**src/rtl/vsl_pkg.sv**
```systemverilog
// Shared types and constants of the slope limiter.
package vsl_pkg;
  localparam logic [15:0] ONE_Q15 = 16'd32768;

  typedef enum logic [3:0] {
    ST_IDLE,
    ST_MUL,
    ST_SUM,
    ST_RDIV,
    ST_RWAIT,
    ST_POLY,
    ST_PDIV,
    ST_PWAIT,
    ST_STORE,
    ST_COUPLE,
    ST_EMUL,
    ST_EOUT
  } state_t;
endpackage

```
**src/rtl/vsl_div.sv**
```systemverilog
// Restoring divider, one quotient bit per cycle.
module vsl_div import vsl_pkg::*; #(
  parameter int W = 64
) (
  input  logic         clk,
  input  logic         rst_n,
  input  logic         start,
  input  logic [W-1:0] num,
  input  logic [W-1:0] den,
  output logic         busy,
  output logic [W-1:0] quot
);
  localparam int CW = $clog2(W + 1);
  logic [W-1:0] q_r, q_nxt;
  logic [W:0]   rem_r, rem_nxt;
  logic [W-1:0] den_r;
  logic [CW-1:0] cnt_r, cnt_nxt;
  logic         busy_r, busy_nxt;
  logic [W:0]   trial;

  always_comb begin
    q_nxt = q_r;
    rem_nxt = rem_r;
    cnt_nxt = cnt_r;
    busy_nxt = busy_r;
    trial = {rem_r[W-1:0], q_r[W-1]};
    if (start) begin
      q_nxt = num;
      rem_nxt = '0;
      cnt_nxt = CW'(W);
      busy_nxt = 1'b1;
    end else if (busy_r) begin
      if (trial >= {1'b0, den_r}) begin
        rem_nxt = trial - {1'b0, den_r};
        q_nxt = {q_r[W-2:0], 1'b1};
      end else begin
        rem_nxt = trial;
        q_nxt = {q_r[W-2:0], 1'b0};
      end
      cnt_nxt = cnt_r - 1'b1;
      if (cnt_r == CW'(1)) busy_nxt = 1'b0;
    end
  end

  always_ff @(posedge clk) begin
    if (!rst_n) begin
      busy_r <= 1'b0;
      cnt_r <= '0;
    end else begin
      busy_r <= busy_nxt;
      cnt_r <= cnt_nxt;
    end
    q_r <= q_nxt;
    rem_r <= rem_nxt;
    if (start) den_r <= den;
  end

  assign busy = busy_r;
  assign quot = q_r;
endmodule

```
**config.mk**
```make
export PLATFORM = sky130hd
export DESIGN_NAME = vsl_div
export DESIGN_NICKNAME = d
export VERILOG_FILES = /design/src/rtl/vsl_pkg.sv /design/src/rtl/vsl_div.sv
export SDC_FILE = /design/constraint.sdc
export NUM_CORES = 1
export LEC_CHECK = 0
export BUFFER_PORTS_ARGS = -buffer_cell sky130_fd_sc_hd__buf_4
export CORE_MARGIN = 4
export CORE_UTILIZATION = 40
export DETAILED_ROUTE_END_ITERATION = 16
export SYNTH_ARGS = -nofsm -noshare
export SYNTH_HDL_FRONTEND = slang
export SYNTH_SLANG_ARGS = --single-unit
```
**constraint.sdc**
```tcl
create_clock -name clk -period 3.05 [get_ports clk]
set_clock_uncertainty 0.1 [all_clocks]
set_input_delay 0.1525 -clock clk [delete_from_list [all_inputs] [get_ports clk]]
set_output_delay 0.1525 -clock clk [all_outputs]
set_load 0.01 [all_outputs]
```
Yosys cells after proc, flatten, opt, wreduce, memory -nomap -nowiden
Index checks and enable logic that the tools add are counted.

operators by class
  bitwise gates (word level) = 1
  $lt $le $gt $ge = 1
  add/subtract/negate cells = 2
  reductions and logical operators = 2
  mux-type cells = 9
  eq/ne operators = 1

operator list
  kind                 number
  $mux 64              3
  $ge 65x64->1         1
  $sub 64x64->64       1
  $mux 7               2
  $eq 7x1->1 const B   1
  $sub 7x1->7 const B  1
  $mux 1               4
  $reduce_bool 2->1    1
  $reduce_or 2->1      1
  $not 1->1            1

word-level totals
  word-level logic and storage cells = 22
  output and inout port bits = 65
  bits in registers = 200
  bits of input ports = 131

Depth between registers and ports, before layout
Gate-level depths: netlist (run 1).

  depth in word-level cells = 4
  depth in mapped cells = 14

Worst setup path after synthesis (run 1)
OpenSTA, ideal clock, no wires.

  path kind = reg-to-reg
  from = reg q_r[63], in the netlist quot[63]
  to = reg rem_r[62]
  data required time = 2,892 ps
  slack = -297 ps
  setup time = 58 ps
  cell stages (with the launch flop) = 14
  arrival time = 3,189 ps
  clock period less this slack = 3,347 ps
  path through = edfxtp_1 > inv_1 > ha_1 > inv_1 > fa_1 > a21o_1 > a311oi_1 > o21ai_0 > o211a_1 > o2111ai_1 > a32o_1 > o21ai_0 > o311ai_0 > a31o_2

between the ends
  cells in the longest elaborated chain, start to end = 2
  elaborated cells on any way between the ends = 3

ends and longest elaborated chain
  element                                         line                          RTL
  start, declared                                 vsl_div.sv:14                 logic [W-1:0] q_r, q_nxt;
  start signal, assigned                          vsl_div.sv:53                 q_r <= q_nxt;
  $sub 64x64->64 or $ge 65x64->1 (tied branches)  vsl_div.sv:34, vsl_div.sv:33
  $mux 64 (*)                                     vsl_div.sv:33                 if (trial >= {1'b0, den_r}) begin
  end signal, assigned                            vsl_div.sv:54                 rem_r <= rem_nxt;
  end, declared                                   vsl_div.sv:15                 logic [W:0] rem_r, rem_nxt;

Every way passes the cells marked *; elsewhere a longest branch is shown, timed or not.
A chain may end at the register's enable or synchronous reset.

Final worst setup path (run 1)
  from = reg den_r[26]
  to = reg rem_r[27]

between the ends
  cells in the longest elaborated chain, start to end = 2
  elaborated cells on any way between the ends = 3

ends and longest elaborated chain
  element                                         line                          RTL
  start, declared                                 vsl_div.sv:16                 logic [W-1:0] den_r;
  start signal, assigned                          vsl_div.sv:55                 if (start) den_r <= den;
  $sub 64x64->64 or $ge 65x64->1 (tied branches)  vsl_div.sv:34, vsl_div.sv:33
  $mux 64 (*)                                     vsl_div.sv:33

Marked as above.

==> results by group, run 1 <==
Cells and area
  • Commonest non-fill, non-tap cells in the layout: 422 x buf_4, 130 x dlygate4sd3_1, 128 x edfxtp_1
  • P&R area growth vs syn: 55.0%
  • Commonest non-fill, non-tap cell in the layout: buf_4
  • Nets: slightly above 2000
  • Fin cells: 2266
  • Share of layout cells above drive strength 1: between 30% and 40%

Synthesis
  • Compound-Gate Fraction of Synth Area: 21.7%
  • Synth Area per Inst: between 9 and 10 um^2
  • Seq/Total Area, Yosys: 41.9%
  • Syn nets: 1524
  • Synth unique cells: 80
  • Synthesized flop and latch total: 200
  • Synth Area in Adders: 6.71%
  • XOR/XNOR share of the synthesized area: 3.54%
  • Ys Warns: 0
  • Number of synthesized flops with an enable pin: roughly 130
  • Mux cell area share after synthesis: 6.05%
  • Synth Instances: about 1300
  • Ys async rst share: 0%
  • Syn Std Cell Area: between 10000 and 15000 um^2
  • Largest family of logic cells by synthesized area: compound AO/OA/AOI/OAI gates
  • Dominant synthesized flop cell: edfxtp_1
  • Simple-gate share of the synthesized area: 14.4%

Outcome
  • Violated checks: setup timing
  • Status: finished with violations

Power and ir drop
  • P_leak: 8.39 nW
  • Peak supply drop: between 0.0004 and 0.0005 V
  • PD cells: 429 nW/um^2

Critical path
  • Crit-path max FO: 6
  • Crit-path max cell delay: 0.41 ns
  • WP data arrival: ~3.5 ns
  • Worst setup EP type: flop
  • Worst Path Required: 3.32 ns
  • CP top delay family: compound AO/OA/AOI/OAI gates
  • Slowest CP cell: edfxtp_1
  • CP Cell Sequence: inv_2 > ha_4 > a21o_1 > a21oi_2 > o211ai_1 > a21o_1 > a2111oi_4 > buf_4 > nor3_4 > o21ai_4 > buf_12 > buf_12 > buf_6 > nand3_2 > a311oi_2
  • Buf/Inv on CP: 5
  • Setup CP Type: reg -> reg
  • Setup crit start kind: flop

Place
  • PortBufs: a little under 200
  • Pre-CTS setup slack: -0.265 ns
  • Detailed placement HPWL: 28900 um
  • Placed insts: 2065
  • Routability cong.: 0.932

Detailed routing
  • Initial DRC Count: ~1000
  • Post-DRT Antenna Nets: 0
  • First-pass iteration count of the detailed router: 5
  • DRC viols: 0
  • Final wirelength: 42600 um
  • Vias per inst: 5.57
  • Wire length per cell after detailed routing: 18.8 um
  • Vias: 12600

STA
  • Endpoints failing setup: 59
  • Setup TNS Final: -4.84 ns
  • Fmax: 309 MHz
  • Final hold vios: 0
  • Slew Viols, Final: 0
  • Period utilization: 106%
  • Max-Slew Margin vs Limit: 20.3%
  • Final min period: 3.23 ns
  • Fin worst setup slack: -0.182 ns
  • RSZ-0062 raised after global routing: yes
  • Worst slew pin tran: 1.19 ns

CTS
  • CTS Buf Count: 17
  • Clock latency on the worst-skew pair: roughly 0.47 ns
  • Max clock buf depth: 2
  • H-Tree Depth: 4
  • Clock transition at path regs: 0.08 ns
  • CTS tree: built
  • CTS root buffer: clkbuf_16
  • CTS sink cnt: 200

Global routing
  • Grt total ovfl: 0
  • Initial antenna violation count: 1
  • Vias in the first global route: 12400
  • First-pass GRT wire length: roughly 65000 um
  • Largest net degree at the start of global routing: between 60 and 70
  • GRT Total Usage: 24.0%

Floorplan
  • Full die area: 34400 um^2
  • Die extent in y: 186 um
  • Core area: ~31000 um^2
  • Initial Util: about two fifths
  • Placement Rows: 64
  • I/O pins: ~200
  • Die Width: 186 um

Job
  • Max_cap viols: 0

Worst hold path
  • Tightest Hold Check Type: in -> reg
## routing by layer
metal / share of wire (%) / global-route usage (%) / vias to the layer above
met2: 49 / 40.8 / 353
met5: 0 / 0 / -
met3: 4.6 / 3.85 / 75
met4: 2.4 / 7.93 / 0
met1: 44 / 31.2 / 6156
li1: - / - / 6041
## kinds of logic (layout without fill, tap and decap cells)
kind of cell	count (synthesis)	after routing
buffers and inverters	179	722
AND/OR/NAND/NOR	368	368
other	0	1
multiplexers	68	68
flip-flops	200	200
XOR/XNOR	51	51
AO/OA/AOI/OAI	393	393
adder cells (fa/ha/maj)	67	67
## through the flow
step / hold WS [ns] / util (%) / power [mW] / instance area, um^2
2_1_floorplan: 0.151 / - / 4.56 / 12600
3_3_place_gp: 0.231 / 52.1 / 5.57 / 16100
3_5_place_dp: 0.232 / 52.1 / 5.59 / 16100
4_1_cts: 0.273 / 61.8 / 8.25 / 19000
5_1_grt: 0.275 / 63.4 / 8.75 / 19500
6_report: 0.296 / 63.4 / 8.37 / 19500
## what timing repair did
action	4_1_cts	5_1_grt
endpoints found under the setup margin	65	65
endpoints found under the hold margin	147	0
gates cloned	6	1
setup buffers	27	11
hold buffers	130	0
gates resized for setup	152	94
pin swaps	88	72
## path summary, 6_finish.rpt
check            start        end  slack (ns)  depth (start not counted)
max          den_r[26]  rem_r[27]       -0.18                         15
min            den[62]  den_r[62]        0.30                          2
max reg2reg  den_r[26]  rem_r[27]       -0.18                         15
min reg2reg  rem_r[46]  rem_r[46]        0.41                          2
## area by class of cell
class,count,area (um^2)
Antenna cell,1,2.50
Clock buffer,17,425
Clock inverter,15,183
Fill cell,2507,11300
Inverter,99,372
Multi-Input combinational cell,947,7650
Sequential cell,200,5290
Tap cell,396,495
Timing Repair Buffer,591,5110
## synthesized netlist by cell type, types with 11 or more instances
cell type / number / share of area (%)
o21ai_0: 79 / 3.1
a311oi_1: 44 / 3.1
clkbuf_1: 53 / 1.6
o21bai_1: 11 / 0.66
and3_1: 30 / 1.5
nand2_1: 68 / 2.0
xnor2_1: 29 / 2.0
nor2_1: 100 / 3.0
a21o_1: 42 / 2.5
ha_1: 66 / 6.6
o21a_1: 13 / 0.77
nor3_1: 30 / 1.2
a211oi_1: 20 / 1.2
a21oi_1: 85 / 3.4
dfxtp_1: 72 / 11
inv_1: 99 / 2.9
nand4_1: 25 / 1.2
and2_1: 15 / 0.74
xor2_1: 22 / 1.5
nand3_1: 51 / 2.0
a31oi_1: 15 / 0.74
mux2_2: 65 / 5.8
buf_2: 22 / 0.87
edfxtp_1: 128 / 30
## worst register-to-register path, stage by stage (launching register included)
cell	delay [ns]
edfxtp_1	0.41
inv_2	0.08
ha_4	0.19
a21o_1	0.17
a21oi_2	0.15
o211ai_1	0.10
a21o_1	0.24
a2111oi_4	0.38
buf_4	0.19
nor3_4	0.04
o21ai_4	0.34
buf_12	0.20
buf_12	0.12
buf_6	0.10
nand3_2	0.06
a311oi_2	0.27
## power breakdown
part	leakage [nW]	switching, mW	internal, mW
registers	1.86	0.134	3.14
logic	6.23	1.36	1.36
clock network	0.298	1.26	1.12
total	8.39	2.75	5.62
## sequential cells by signal, summed over array words and instances (netlist names)
signal	count
cnt_r	7
den_r	64
quot	64
busy	1
rem_r	64
Note: power is estimated with default switching activity, not from simulation.
==> inputs of run 2 (changes only) <==
Settings changed: CORE_ASPECT_RATIO set to 1.2, CORE_MARGIN 4 to 3.
==> results by group, run 2 (synthesis results as in run 1) <==
Outcome
  • Status: finished with violations
  • Violated checks: setup timing

CTS
  • Clock latency on the worst-skew pair: 0.46 ns (about the same)
  • Clock transition at path regs: 0.08 ns (about the same)
  • H-Tree Depth: 4 (unchanged)
  • CTS sink cnt: 200 (unchanged)
  • CTS Buf Count: 17 (unchanged)
  • CTS tree: built
  • Max clock buf depth: 2 (unchanged)
  • CTS root buffer: clkbuf_16

Power and ir drop
  • Comb pwr share: 32.8% (+0.4 points)
  • Seq pwr share: 39.0% (about the same)
  • Net Sw Frac: 32.9% (about the same)
  • P_leak: 8.38 nW (-0.14%)
  • Reported net switching power: 2.77 mW (+0.67%)
  • Clock network power share: 28.2% (-0.3 points)
  • Int Power: 5.65 mW (+0.60%)
  • Peak supply drop: 0.000360 V (-14%)
  • PD cells: 428 nW/um^2 (-0.20%)

Cells and area
  • ANT cells: 0 (-1)
  • Share of layout cells above drive strength 1: 40.2% (+0.83 points)
  • Nets: 2055 (+0.049%)
  • Commonest non-fill, non-tap cells in the layout: 423 x buf_4, 130 x dlygate4sd3_1, 128 x edfxtp_1
  • Fillers: 2436 (-2.8%)
  • Finished Core Util: 64.1% (+0.70 points)
  • P&R area growth vs syn: 56.2%
  • Commonest non-fill, non-tap cell in the layout: buf_4
  • Final instance area: 19700 um^2 (+0.82%)

Critical path
  • Crit-path max cell delay: 0.41 ns (about the same)
  • CP top delay family: compound AO/OA/AOI/OAI gates
  • Worst Path Required: 3.35 ns (+0.03 ns)
  • WP data arrival: 3.56 ns (+0.06 ns)
  • CP most frequent cell: inv_2
  • Crit-path max FO: 3 (-3)
  • Buf/Inv on CP: 3 (-2)
  • Slowest CP cell: edfxtp_1
  • FF-to-FF setup slack: -0.21 ns (-0.02 ns)
  • Setup crit start kind: flop
  • Worst setup EP type: flop
  • Setup CP Type: reg -> reg
  • CP Cell Sequence: inv_2 > ha_4 > inv_2 > fa_2 > a21o_1 > a311oi_2 > buf_4 > o21ai_2 > o211a_4 > o2111ai_4 > a32o_2 > o21ai_1 > o311ai_1 > a31o_2

Detailed routing
  • Initial DRC Count: 902 (-11%)
  • Vias per inst: 5.63 (+0.97%)
  • First-pass iteration count of the detailed router: 5 (unchanged)
  • DRC viols: 0 (unchanged)
  • Post-DRT Antenna Nets: 0 (unchanged)
  • Vias: 12700 (+0.97%)
  • Wire length per cell after detailed routing: 19.4 um (+3.2%)
  • Final wirelength: 44000 um (+3.2%)

Floorplan
  • Die Width: 168 um (-9.4%)
  • I/O pins: 196 (unchanged)
  • Die extent in y: 200 um (+8.1%)
  • Placement Rows: 70 (+9.4%)
  • Full die area: 33700 um^2 (-2.1%)
  • Core area: 30700 um^2 (-0.28%)
  • Initial Util: 41.0% (+0.12 points)

STA
  • Period utilization: 107% (+0.76 points)
  • Slew Viols, Final: 0 (unchanged)
  • Fmax: 307 MHz (-0.72%)
  • Final min period: 3.26 ns (+0.0233 ns)
  • Hold slack: 0.306 ns (+0.00945 ns)
  • RSZ-0062 raised after global routing: yes
  • Final hold vios: 0 (unchanged)
  • Endpoints failing setup: 39 (-34%)
  • Fin worst setup slack: -0.205 ns (-0.0233 ns)
  • Setup TNS Final: -2.26 ns (+2.58 ns)
  • Max-Slew Margin vs Limit: 31.7% (+11 points)
  • Worst slew pin tran: 1.02 ns (-0.170 ns)

Job
  • Max_cap viols: 0 (unchanged)

Global routing
  • GRT Total Usage: 24.7% (+0.77 points)
  • Largest net degree at the start of global routing: 90 (+32%)
  • Initial antenna violation count: 0 (-1)
  • Grt total ovfl: 0 (unchanged)
  • First-pass GRT wire length: 68200 um (+4.3%)
  • Vias in the first global route: 13000 (+4.9%)

Place
  • PortBufs: 195 (unchanged)
  • Detailed placement HPWL: 29100 um (+0.73%)
  • Cell Area, Placed: 16100 um^2 (about the same)
  • Routability cong.: 0.924 (-0.83%)

Worst hold path
  • Tightest Hold Check Type: in -> reg
## run 2: through the flow
stage / power (mW) / setup slack, ns / instances
CTS: 8.22 / -0.113 / 2251
global placement: 5.59 / -0.582 / 2063
detailed placement: 5.62 / -0.602 / 2063
finish: 8.42 / -0.205 / 2266
global route: 8.80 / -0.279 / 2266
floorplan: 4.56 / 0.00423 / 1326
## run 2: worst paths after layout
path,startpoint,cells after the start,end
min,den[14],2,den_r[14]
min reg2reg,cnt_r[1],2,cnt_r[1]
max reg2reg,quot[63],14,rem_r[62]
max,quot[63],14,rem_r[62]
## run 2: power groups by stage
stage / Sequential [mW] / Combinational [mW] / Clock, mW
after floorplan: 3.34 / 1.22 / 0
after global routing: 3.31 / 2.99 / 2.50
after CTS: 3.27 / 2.53 / 2.42
final: 3.28 / 2.77 / 2.37
after global placement: 3.32 / 2.27 / 0
after detailed placement: 3.33 / 2.29 / 0
## run 2: routing by layer
layer | vias up | part of all wire, % | track usage [%]
met3 | 115 | 5.7 | 4.57
met4 | 0 | 3.6 | 8.54
met1 | 6124 | 41 | 30.9
met2 | 461 | 50 | 42.8
met5 | - | 0 | 0
li1 | 6048 | - | -
## run 2: timing repair
item                                    4_1_cts  5_1_grt
gates resized for setup                     102      153
endpoints found under the setup margin       63       65
pin swaps                                    66       57
hold endpoints to repair                    142        0
setup buffers                                21       15
cloned                                        6        3
hold buffers                                130        0
## run 2: area by class of cell
type,instances,area [um^2],share of cell area [%]
Sequential cell,200,5290,26.9
Clock inverter,14,174,0.883
Clock buffer,18,429,2.18
Multi-Input combinational cell,947,7780,39.5
Tap cell,396,495,2.52
Inverter,99,372,1.89
Timing Repair Buffer,592,5160,26.2
==> inputs of run 3 (changes only) <==
Settings changed: CELL_PAD_IN_SITES_DETAIL_PLACEMENT set to 1, CELL_PAD_IN_SITES_GLOBAL_PLACEMENT set to 1, GPL_ROUTABILITY_DRIVEN set to 0, PLACE_DENSITY_LB_ADDON set to 0.1.
==> results by group, run 3 (synthesis results as in run 1) <==
Outcome
  • Status: finished with violations
  • Violated checks: setup timing

Cells and area
  • Finished Core Util: 67.2% (+3.1 points)
  • ANT cells: 0 (unchanged)
  • Fin cells: 2307 (+1.8%)
  • Commonest non-fill, non-tap cell in the layout: buf_4
  • Share of layout cells above drive strength 1: 44.6% (+4.4 points)
  • Commonest non-fill, non-tap cells in the layout: 449 x buf_4, 130 x dlygate4sd3_1, 128 x edfxtp_1
  • Fillers: 3179 (+31%)
  • P&R area growth vs syn: 63.8%
  • Nets: 2096 (+2.0%)

Critical path
  • Setup crit start kind: flop
  • FF-to-FF setup slack: -0.37 ns (-0.16 ns)
  • Buf/Inv on CP: 5 (+2)
  • Worst r2r src: den_r[14]
  • Worst Path Required: 3.30 ns (-0.05 ns)
  • Slowest CP cell: a2111oi_4
  • WP data arrival: 3.66 ns (+0.10 ns)
  • FF-to-FF path depth: 15 (+1)
  • Worst setup EP type: flop
  • Crit-path max FO: 8 (+5)
  • CP Cell Sequence: inv_1 > ha_1 > a21oi_1 > o21ai_0 > nand2_1 > nand3_2 > a2111oi_4 > buf_4 > nor3_4 > o21ai_4 > buf_12 > buf_12 > buf_12 > nand3_2 > a311oi_1
  • CP most frequent cell: buf_12
  • Crit-path max cell delay: 0.43 ns (+0.02 ns)
  • Setup CP Type: reg -> reg
  • CP top delay family: compound AO/OA/AOI/OAI gates
  • Reg-to-reg endpoint: rem_r[15]

Place
  • Placed insts: 2084 (+1.0%)
  • PortBufs: 195 (unchanged)
  • Detailed placement HPWL: 32100 um (+10%)
  • Pre-CTS setup slack: -0.361 ns (+0.241 ns)

Detailed routing
  • DRC viols: 0 (unchanged)
  • Post-DRT Antenna Nets: 0 (unchanged)
  • Vias per inst: 6.04 (+7.4%)
  • Final wirelength: 58300 um (+33%)
  • Initial DRC Count: 1015 (+13%)
  • Wire length per cell after detailed routing: 25.3 um (+30%)
  • Vias: 13900 (+9.4%)
  • First-pass iteration count of the detailed router: 7 (+2)

Job
  • Max_cap viols: 0 (unchanged)

Global routing
  • Vias in the first global route: 15000 (+16%)
  • Grt total ovfl: 0 (unchanged)
  • GRT Total Usage: 30.8% (+6.0 points)
  • Largest net degree at the start of global routing: 98 (+8.9%)
  • First-pass GRT wire length: 83200 um (+22%)
  • Initial antenna violation count: 0 (unchanged)

Floorplan
  • Core area: 30700 um^2 (unchanged)
  • Full die area: 33700 um^2 (unchanged)
  • Die Width: 168 um (unchanged)
  • Placement Rows: 70 (unchanged)
  • I/O pins: 196 (unchanged)
  • Die extent in y: 200 um (unchanged)
  • Initial Util: 41.0% (unchanged)

STA
  • Endpoints failing setup: 65 (+67%)
  • Final min period: 3.42 ns (+0.162 ns)
  • Fmax: 293 MHz (-4.7%)
  • Final hold vios: 0 (unchanged)
  • Worst slew pin tran: 0.858 ns (-0.166 ns)
  • Slew Viols, Final: 0 (unchanged)
  • Period utilization: 112% (+5.3 points)
  • RSZ-0062 raised after global routing: yes
  • Fin worst setup slack: -0.367 ns (-0.162 ns)
  • Max-Slew Margin vs Limit: 42.5% (+11 points)
  • Hold slack: 0.310 ns (+0.00489 ns)

Worst hold path
  • Tightest Hold Check Type: in -> reg
  • Worst Hold End: den_r[5]
  • Hold_sp: den[5]
  • Worst Hold Depth: 2 (unchanged)

Power and ir drop
  • Net Sw Frac: 34.3% (+1.4 points)
  • Total power: 9.00 mW (+6.8%)
  • Int Power: 5.92 mW (+4.6%)
  • PD cells: 436 nW/um^2 (+1.9%)
  • Peak supply drop: 0.000337 V (-6.4%)
  • Clock network power share: 28.6% (+0.4 points)
  • Comb pwr share: 34.7% (+1.9 points)
  • Reported net switching power: 3.08 mW (+11%)
  • P_leak: 8.71 nW (+3.9%)
  • Seq pwr share: 36.8% (-2.2 points)

CTS
  • Max clock buf depth: 2 (unchanged)
  • CTS tree: built
  • H-Tree Depth: 4 (unchanged)
  • CTS Buf Count: 17 (unchanged)
  • CTS root buffer: clkbuf_16
  • Clock transition at path regs: 0.09 ns (about the same)
  • CTS sink cnt: 200 (unchanged)
  • Clock latency on the worst-skew pair: 0.46 ns (about the same)
==> run 3: metal layers <==
metal  global-route usage (%)  share of wire [%]
met5                        0                  0
met4                     13.7                5.8
met1                     34.7                 37
met2                     56.6                 52
met3                     4.81                5.0
==> run 3: worst reg2reg max path: cells and delay by family (launching register included) <==
kind	cells	cell delay, ns
AO/OA/AOI/OAI	5	1.48
buffers and inverters	5	0.74
flip-flops	1	0.36
AND/OR/NAND/NOR	4	0.34
adder cells (fa/ha/maj)	1	0.30
==> run 3: how the worst max path moves through the flow <==
stage / start / to / slack [ns] / cells past startpoint
6_report: den_r[14] / rem_r[15] / -0.37 / 15
5_1_grt: den_r[14] / rem_r[15] / -0.46 / 15
4_1_cts: quot[63] / rem_r[52] / -0.20 / 13
3_5_place_dp: den_r[4] / rem_r[63] / -0.36 / 15
3_3_place_gp: den_r[4] / rem_r[63] / -0.40 / 15
2_1_floorplan: den_r[20] / quot[0] / 0.004 / 13
==> run 3: cell type report <==
class	instances	area [um^2]	share of cell area, %
clock inverters	14	196	0.951
repair buffers	632	5550	26.9
well taps	396	495	2.40
clock buffers	18	439	2.13
multi-input cells	948	8310	40.2
flip-flops and latches	200	5290	25.6
inverters	99	372	1.80
==> run 3: repair_timing <==
action / in CTS / in global routing
pin swaps: 102 / 89
resized for setup: 202 / 164
endpoints found under the setup margin: 65 / 65
hold buffers: 130 / 0
cloned: 10 / 0
endpoints found under the hold margin: 144 / 0
setup buffers: 37 / 22
==> run 3: power by group through the flow <==
stage | clock [mW] | sequential (mW) | combinational (mW)
after floorplan | 0 | 3.34 | 1.22
after global placement | 0 | 3.32 | 2.29
after detailed placement | 0 | 3.33 | 2.35
after CTS | 2.54 | 3.28 | 2.71
after global routing | 2.67 | 3.34 | 3.30
final | 2.57 | 3.31 | 3.12
==> run 3: metrics by stage <==
| step | TNS [ns] | area (um^2) |
|---|---|---|
| after global placement | -10.80 | 16200 |
| after global routing | -21.35 | 20700 |
| after floorplan | 0 | 12600 |
| after CTS | -5.50 | 19700 |
| after detailed placement | -15.31 | 16200 |
| final | -16.70 | 20700 |
